### src/hdl/lcm_pkg.sv
// Shared types, constants and the compare function of the color morphology core.
package lcm_pkg;

    localparam int PIX_W       = 24;
    localparam int DIM_W       = 11;
    localparam int MASK_W      = 49;
    localparam int MASK_STRIDE = 7;
    localparam int CFG_IDX_W   = 3;
    localparam int CFG_DATA_W  = 49;

    localparam logic [CFG_IDX_W-1:0] CFG_FRAME_WIDTH  = 3'd0;
    localparam logic [CFG_IDX_W-1:0] CFG_FRAME_HEIGHT = 3'd1;
    localparam logic [CFG_IDX_W-1:0] CFG_RADIUS       = 3'd2;
    localparam logic [CFG_IDX_W-1:0] CFG_WINDOW_MASK  = 3'd3;
    localparam logic [CFG_IDX_W-1:0] CFG_MODE         = 3'd4;

    localparam logic MODE_DILATE = 1'b0;
    localparam logic MODE_ERODE  = 1'b1;

    typedef logic [PIX_W-1:0] pixel_t;

    typedef struct packed {
        logic   v;
        pixel_t p;
    } cand_t;

    typedef struct packed {
        logic shift_en;
        logic res_en;
        logic mode;
        logic col_ok;
    } cell_ctl_t;

    // keeps the larger (dilate) or smaller (erode) of two candidates
    function automatic cand_t pick(cand_t a, cand_t b, logic mode);
        cand_t r;
        r = a;
        if (b.v) begin
            if (!a.v) begin
                r = b;
            end else if (mode == MODE_ERODE) begin
                if (b.p < a.p) r = b;
            end else begin
                if (b.p > a.p) r = b;
            end
        end
        return r;
    endfunction

endpackage

### src/hdl/lcm_cell.sv
// One window column cell: holds a pixel column, shifts it on, reduces it under the mask.
module lcm_cell import lcm_pkg::*; #(
    parameter int SIDE = 7
) (
    input  logic                        aclk,
    input  cell_ctl_t                   ctl,
    input  logic [SIDE-1:0]             row_en,
    input  logic [SIDE-1:0][PIX_W-1:0]  col_in,
    output logic [SIDE-1:0][PIX_W-1:0]  col_out,
    output cand_t                       res
);

    logic [SIDE-1:0][PIX_W-1:0] col_reg;
    cand_t                      res_reg;
    cand_t                      res_next;

    always_comb begin
        res_next = '0;
        for (int a = 0; a < SIDE; a++) begin
            if (row_en[a] && ctl.col_ok) begin
                res_next = pick(res_next, cand_t'{v: 1'b1, p: col_reg[a]}, ctl.mode);
            end
        end
    end

    always_ff @(posedge aclk) begin
        if (ctl.shift_en) col_reg <= col_in;
        if (ctl.res_en) res_reg <= res_next;
    end

    assign col_out = col_reg;
    assign res     = res_reg;

endmodule

### config.mk
export PLATFORM = sky130hd
export DESIGN_NAME = lcm_cell
export DESIGN_NICKNAME = d
export VERILOG_FILES = /design/src/hdl/lcm_pkg.sv /design/src/hdl/lcm_cell.sv
export SDC_FILE = /design/constraint.sdc
export NUM_CORES = 1
export LEC_CHECK = 0
export BUFFER_PORTS_ARGS = -buffer_cell sky130_fd_sc_hd__buf_4
export CELL_PAD_IN_SITES_DETAIL_PLACEMENT = 2
export CELL_PAD_IN_SITES_GLOBAL_PLACEMENT = 2
export CORE_MARGIN = 2
export CORE_UTILIZATION = 31
export CTS_CLUSTER_DIAMETER = 200
export CTS_CLUSTER_SIZE = 30
export DETAILED_ROUTE_END_ITERATION = 8
export PLACE_DENSITY = 0.8
export SETUP_SLACK_MARGIN = 0.1
export SYNTH_ARGS = -nofsm -noshare
export SYNTH_HDL_FRONTEND = slang
export SYNTH_SLANG_ARGS = --single-unit
### constraint.sdc
create_clock -name aclk -period 26.9 [get_ports aclk]
set_input_delay 1.345 -clock aclk [delete_from_list [all_inputs] [get_ports aclk]]
set_output_delay 1.345 -clock aclk [all_outputs]
set_load 0.02 [all_outputs]
==> results of run 1 <==
## worst paths after layout
path	end	slack, ns	start	cells after the start
setup / recovery	res[10]	5.80	ctl[0]	65
hold / removal	res[19]	0.67	col_out[163]	2
setup reg to reg	res[10]	7.15	col_out[19]	64
hold reg to reg	res[19]	0.67	col_out[163]	2
## cell type report
cell class	count	area (µm²)
Antenna cell	3	7.51
Clock inverter	13	124
Fill cell	4554	25600
Clock buffer	19	433
Timing Repair Buffer	381	2860
Inverter	57	214
Tap cell	585	732
Multi-Input combinational cell	970	7090
Sequential cell	193	5800
## worst min-delay path: stages, from the launching register on
cell and delay, ns:
edfxtp_1 0.40, nor2_1 0.08, a21oi_2 0.09
## power breakdown
group	switching [mW]	internal (mW)	total (mW)	leakage, nW
combinational	0.238	0.161	0.398	5.07
clock	0.136	0.122	0.257	0.266
sequential	0.0364	0.366	0.402	1.89
## cells in the mapped netlist, types with 6 or more instances
library cell and instances:
mux2i_1 14, a22o_1 12, and2_1 10, nor3_1 15, a211oi_1 18, a31oi_1 11, ha_1 144, clkbuf_1 35
o21a_1 23, edfxtp_1 193, o22ai_1 10, o2111ai_1 6, or2_2 18, a21o_1 20, and3_1 30, o22a_1 8
nand3_1 38, o221ai_1 11, o211ai_1 22, a222oi_1 11, o21bai_1 16, nor2b_1 7, a22oi_1 12, nor4_1 7
o21ai_1 6, nand4_1 26, nand2_1 106, a221oi_1 6, a21oi_1 75, o221a_2 6, o21ai_0 64, nor2_1 85
buf_2 9, inv_1 57, nand2b_1 7, o311a_1 12
## kinds of logic (layout without fill, tap and decap cells)
family	Yosys count	after routing	share of synthesized area (%)
AO/OA/AOI/OAI	426	426	23.5
adder cells (fa/ha/maj)	144	144	13.5
buffers and inverters	114	470	3.80
flip-flops	193	193	43.3
multiplexers	19	19	1.47
other	0	3	0
AND/OR/NAND/NOR	381	381	14.5
## routing by layer
metal,routed length (µm),part of all wire (%),vias up
met2,30100,51,456
met5,13,0.022,-
met3,3070,5.2,110
met1,23800,40,6449
li1,-,-,5722
met4,2040,3.4,2
==> run_results.csv, run 1 <==
group,metric,value,unit
yosys,synth-edff-count,193,
sta,worstMarginPinSlew,1.19,ns
placement,port_buffers,372,
clocking,cts-root-buf,"clkbuf_16",
worst_setup_path,cp.required,27.14,ns
yosys,ys_ff_latch,193,
cells_and_area,largest_reg_flops,168,
cells_and_area,layout_common_cells,"buf_4, edfxtp_1, ha_1",
global_route,grtUsageMet3,4.57,%
global_route,grt_pass1_wl,86500,µm
sta,rsz0062_at_grt,"false",
floorplanning,die_h,212,µm
routing,num_vias,12700,
floorplanning,dieArea,44900,µm²
power_and_ir_drop,total_power,1.06,mW
sta,setup_tns,0,ns
worst_setup_path,startpoint_type,"primary input",
yosys,ys.flop_type,"edfxtp_1",
yosys,syn_inst,1277,
floorplanning,initial_core_util,31.2,%
placement,placed_cells,2186,
routing,dr.pass1.iters,6,
cells_and_area,nets,1944,
placement,pre_cts_ws,5.80,ns
global_route,grt-ovfl-total,0,
yosys,ys_types,88,
power_and_ir_drop,p_leak,7.22,nW
clocking,postCtsHoldBufs,0,
placement,gp_congestion,0.901,
floorplanning,rows,76,
clocking,clock-sinks,193,
clocking,htreeDepth,4,
cells_and_area,fin_cells,2221,
worst_setup_path,path_class,"in2reg",
run,cap_violations,0,
sta,timing.hold.ws,0.666,ns
worst_setup_path,cpLargestDelayFamily,"compound AO/OA/AOI/OAI gates",
sta,period_share,78.4,%
routing,wl,59100,µm
worst_setup_path,max_stage_delay,0.95,ns
floorplanning,die_x,212,µm
cells_and_area,syn2layout_area_growth,28.9,%
clocking,cts_made_buffers,17,
worst_setup_path,arrival,21.34,ns
routing,viasPerCell,5.74,
cells_and_area,final_layout_size_suffix_gt1_share,29.8,%
yosys,synth.net_count,1601,
cells_and_area,final_common_cell,"buf_4",
global_route,grt_usage,26.3,%
global_route,antenna_found_initial,4,
cells_and_area,final_util,40.2,%
sta,hold_violations,0,
routing,avgRoutedWirePerCell,26.6,µm
worst_setup_path,cpMaxStageDelayCell,"a21oi_1",
sta,setup_viol,0,
worst_setup_path,crit_buf_inv,7,
yosys,seq_area_frac_synth,43.3,%
yosys,synth_area_per_cell,10.5,µm²
sta,report.final.slew_viol_count,0,
clocking,cts_buffer_depth,2,
sta,slew_headroom,20.3,%
cells_and_area,postLayoutCellArea,17300,µm²
global_route,met2_usage,46.4,%
yosys,postSynth.asyncResetShare,0,%
worst_hold_path,hp-class,"reg2reg",
global_route,grt_max_degree,75,
yosys,synth_top_area_share,43.3,%
routing,drc_errors,0,
power_and_ir_drop,ir_drop,37.1,µV
run_status,outcome,"complete, no violations",
floorplanning,ios,373,
power_and_ir_drop,power_density,61.3,nW/µm²
global_route,grt_pass1_vias,13700,
routing,drt_iter0_drc,1104,
clocking,cts_tree,"done",
global_route,met1_usage,31.4,%
sta,min_period,21.10,ns
clocking,cts_resized,0,
clocking,clkTransAtPathRegs,0.08,ns
yosys,yosys.area.top_type,"edfxtp_1",
floorplanning,coreArea,42900,µm²
clocking,cts_setup_buffers,0,
global_route,grt.busiest_layer,"met2",
worst_setup_path,cp_max_fo,57,
placement,dpl_cell_area,16700,µm²
clocking,clkLatencyLatePin,0.52,ns
placement,dp_hpwl,46700,µm
sta,setup_ws,5.80,ns
yosys,syn_area,13400,µm²
worst_setup_path,worst_setup_path_end_kind,"flip-flop",
sta,fmax,0.0474,GHz
routing,ant_nets,0,
worst_setup_path,cpMostUsedCell,"ha_1",
yosys,yosys_warnings,0,
yosys,synth_area_leaders,"edfxtp_1, ha_1, nand2_1",
sta,skew,0.0142,ns
No activity file was read; power rests on OpenSTA's default activity.
==> run 2: changes to the inputs <==
--- a/config.mk
+++ b/config.mk
@@ -5,6 +5,7 @@
 export SDC_FILE = /design/constraint.sdc
 export NUM_CORES = 1
 export LEC_CHECK = 0
+export ABC_AREA = 1
 export BUFFER_PORTS_ARGS = -buffer_cell sky130_fd_sc_hd__buf_4
 export CELL_PAD_IN_SITES_DETAIL_PLACEMENT = 2
 export CELL_PAD_IN_SITES_GLOBAL_PLACEMENT = 2
@@ -13,7 +14,7 @@
 export CTS_CLUSTER_DIAMETER = 200
 export CTS_CLUSTER_SIZE = 30
 export DETAILED_ROUTE_END_ITERATION = 8
-export PLACE_DENSITY = 0.8
+export PLACE_DENSITY = 0.86
 export SETUP_SLACK_MARGIN = 0.1
 export SYNTH_ARGS = -nofsm -noshare
 export SYNTH_HDL_FRONTEND = slang
==> constraint.sdc (replaced) <==
create_clock -name aclk -period 19.94 [get_ports aclk]
set_input_delay 0.997 -clock aclk [delete_from_list [all_inputs] [get_ports aclk]]
set_output_delay 0.997 -clock aclk [all_outputs]
set_load 0.02 [all_outputs]
==> run_results.csv, run 2 <==
group,metric,value,unit
worst_setup_path,r2r-end,"res[14]",
cells_and_area,final_layout_size_suffix_gt1_share,16.9,%
yosys,synth_area_leaders,"edfxtp_1, nand2_1, nand3_1",
worst_setup_path,max_stage_delay,0.63,ns
clocking,htreeDepth,4,
yosys,synth_area_per_cell,6.59,µm²
global_route,grt_pass1_wl,134000,µm
placement,port_buffers,372,
cells_and_area,postLayoutCellArea,22400,µm²
yosys,synth_most_common_cell,"nand2_1",
yosys,postSynth.asyncResetShare,0,%
routing,ant_nets,0,
yosys,syn_area,18500,µm²
placement,pre_cts_ws,0.727,ns
worst_setup_path,arrival,18.67,ns
routing,avgRoutedWirePerCell,22.9,µm
sta,skew,0.0179,ns
routing,viasPerCell,5.40,
worst_setup_path,cpMostUsedCell,"nand2_1",
worst_setup_path,startpoint_type,"primary input",
sta,rsz0062_at_grt,"false",
yosys,seq_area_frac_synth,31.4,%
yosys,synth-edff-count,193,
yosys,synth_common_cells,"nand2_1, inv_1, nand3_1, o21ai_0, edfxtp_1",
power_and_ir_drop,power_density,75.4,nW/µm²
clocking,clkLatencyLatePin,0.52,ns
routing,num_vias,20900,
placement,gp_congestion,0.902,
global_route,grt_pass1_vias,22600,
clocking,cts_tree,"done",
floorplanning,die_x,248,µm
sta,hold_violations,0,
yosys,ys_types,41,
sta,slew_headroom,31.9,%
global_route,grt_max_degree,78,
yosys,synth_top_area_share,31.4,%
worst_setup_path,cp.required,20.22,ns
yosys,yosys_warnings,0,
power_and_ir_drop,ir_drop,76.0,µV
worst_setup_path,crit_end,"res[14]",
worst_hold_path,hp-class,"in2reg",
floorplanning,die_h,248,µm
placement,dpl_cell_area,21700,µm²
worst_setup_path,cpMaxStageDelayCell,"nor4_1",
global_route,grt_usage,28.5,%
floorplanning,coreArea,58900,µm²
cells_and_area,layout_common_cells,"nand2_1, inv_1, buf_4",
power_and_ir_drop,p_leak,12.1,nW
worst_setup_path,ff2ff_path_depth,84,
cells_and_area,final_common_cell,"nand2_1",
sta,report.final.slew_viol_count,0,
clocking,cts-root-buf,"clkbuf_16",
worst_setup_path,startpoint,"ctl[0]",
placement,dp_hpwl,68000,µm
global_route,grt-ovfl-total,0,
sta,fmax,0.0544,GHz
sta,period_share,92.2,%
run,cap_violations,0,
power_and_ir_drop,total_power,1.69,mW
floorplanning,ios,373,
yosys,synth.net_count,3127,
clocking,cts_buffer_depth,2,
clocking,cts_made_buffers,17,
floorplanning,rows,89,
global_route,antenna_found_initial,2,
cells_and_area,syn2layout_area_growth,21.1,%
worst_setup_path,path_class,"in2reg",
worst_setup_path,ff2ff_setup_slack,2.67,ns
cells_and_area,largest_reg_flops,168,
worst_setup_path,r2r-start,"col_out[23]",
sta,worstMarginPinSlew,1.02,ns
cells_and_area,nFillCells,7022,
yosys,yosys.area.top_type,"edfxtp_1",
cells_and_area,fin_cells,3865,
yosys,ys.flop_type,"edfxtp_1",
sta,setup_viol,0,
worst_setup_path,cp_max_fo,52,
routing,wl,88600,µm
run_status,outcome,"complete, no violations",
routing,dr.pass1.iters,5,
sta,min_period,18.39,ns
cells_and_area,diodes,0,
routing,drt_iter0_drc,1276,
floorplanning,dieArea,61500,µm²
placement,placed_cells,3832,
cells_and_area,nets,3403,
sta,setup_ws,1.55,ns
yosys,ys_ff_latch,193,
clocking,clkTransAtPathRegs,0.09,ns
clocking,clock-sinks,193,
worst_hold_path,hold_path_startpoint,"col_in[138]",
worst_setup_path,worst_setup_path_end_kind,"flip-flop",
floorplanning,initial_core_util,31.3,%
routing,drc_errors,0,
yosys,syn_inst,2803,
sta,setup_tns,0,ns
## run 2: critical path, delay by kind of cell
family / cells / cell delay, ns
buffers and inverters: 18 / 4.06
adder cells (fa/ha/maj): 6 / 1.85
AND/OR/NAND/NOR: 55 / 10.20
AO/OA/AOI/OAI: 8 / 1.42
## run 2: cell type report
| type | count | area [µm²] | area share [%] |
|---|---|---|---|
| clock inverters | 15 | 174 | 0.778 |
| repair buffers | 399 | 3000 | 13.4 |
| inverters | 486 | 1830 | 8.19 |
| multi-input cells | 1982 | 10200 | 45.5 |
| flip-flops and latches | 193 | 5800 | 25.9 |
| well taps | 773 | 967 | 4.33 |
| clock buffers | 17 | 425 | 1.90 |
## run 2: what timing repair did
action                                  4_1_cts  5_1_grt
gates resized for setup                       0        5
endpoints found under the setup margin        0       24
hold buffers                                  0        0
buffers inserted                              0        0
## run 2: routing by layer
layer | up-vias | routed length, µm | GRT usage (%)
li1 | 9631 | - | -
met1 | 10600 | 38900 | 36.3
met2 | 505 | 42800 | 48.6
met3 | 158 | 3500 | 3.53
met4 | 4 | 3390 | 12.1
met5 | - | 29 | 0
## run 2: cell families (layout without fill, tap and decap cells)
kind of cell	Yosys count	in the layout	share of synthesized area [%]
fa+ha+maj	144	144	9.76
compound gates	414	414	11.8
buf+inv	629	917	13.7
simple gates	1423	1424	33.4
flops	193	193	31.4
## run 2: how the worst min path moves through the flow
stage,end,slack [ns],cells past startpoint
finish,col_out[138],0.64,1
global route,col_out[148],0.63,1
CTS,col_out[138],0.59,1
detailed placement,res[13],0.79,4
global placement,res[7],0.75,4
floorplan,res[0],0.83,4
## run 2: through the flow
step	util [%]	hold WS [ns]
final	38.0	0.640
after global routing	38.0	0.625
after CTS	37.9	0.593
after detailed placement	36.9	0.786
after global placement	36.9	0.749
after floorplan	-	0.833
## run 2: where the power goes
| part | switching [mW] | internal, mW | leakage, nW |
|---|---|---|---|
| sequential | 0.0537 | 0.490 | 1.89 |
| clock | 0.197 | 0.168 | 0.289 |
| combinational | 0.522 | 0.255 | 9.96 |
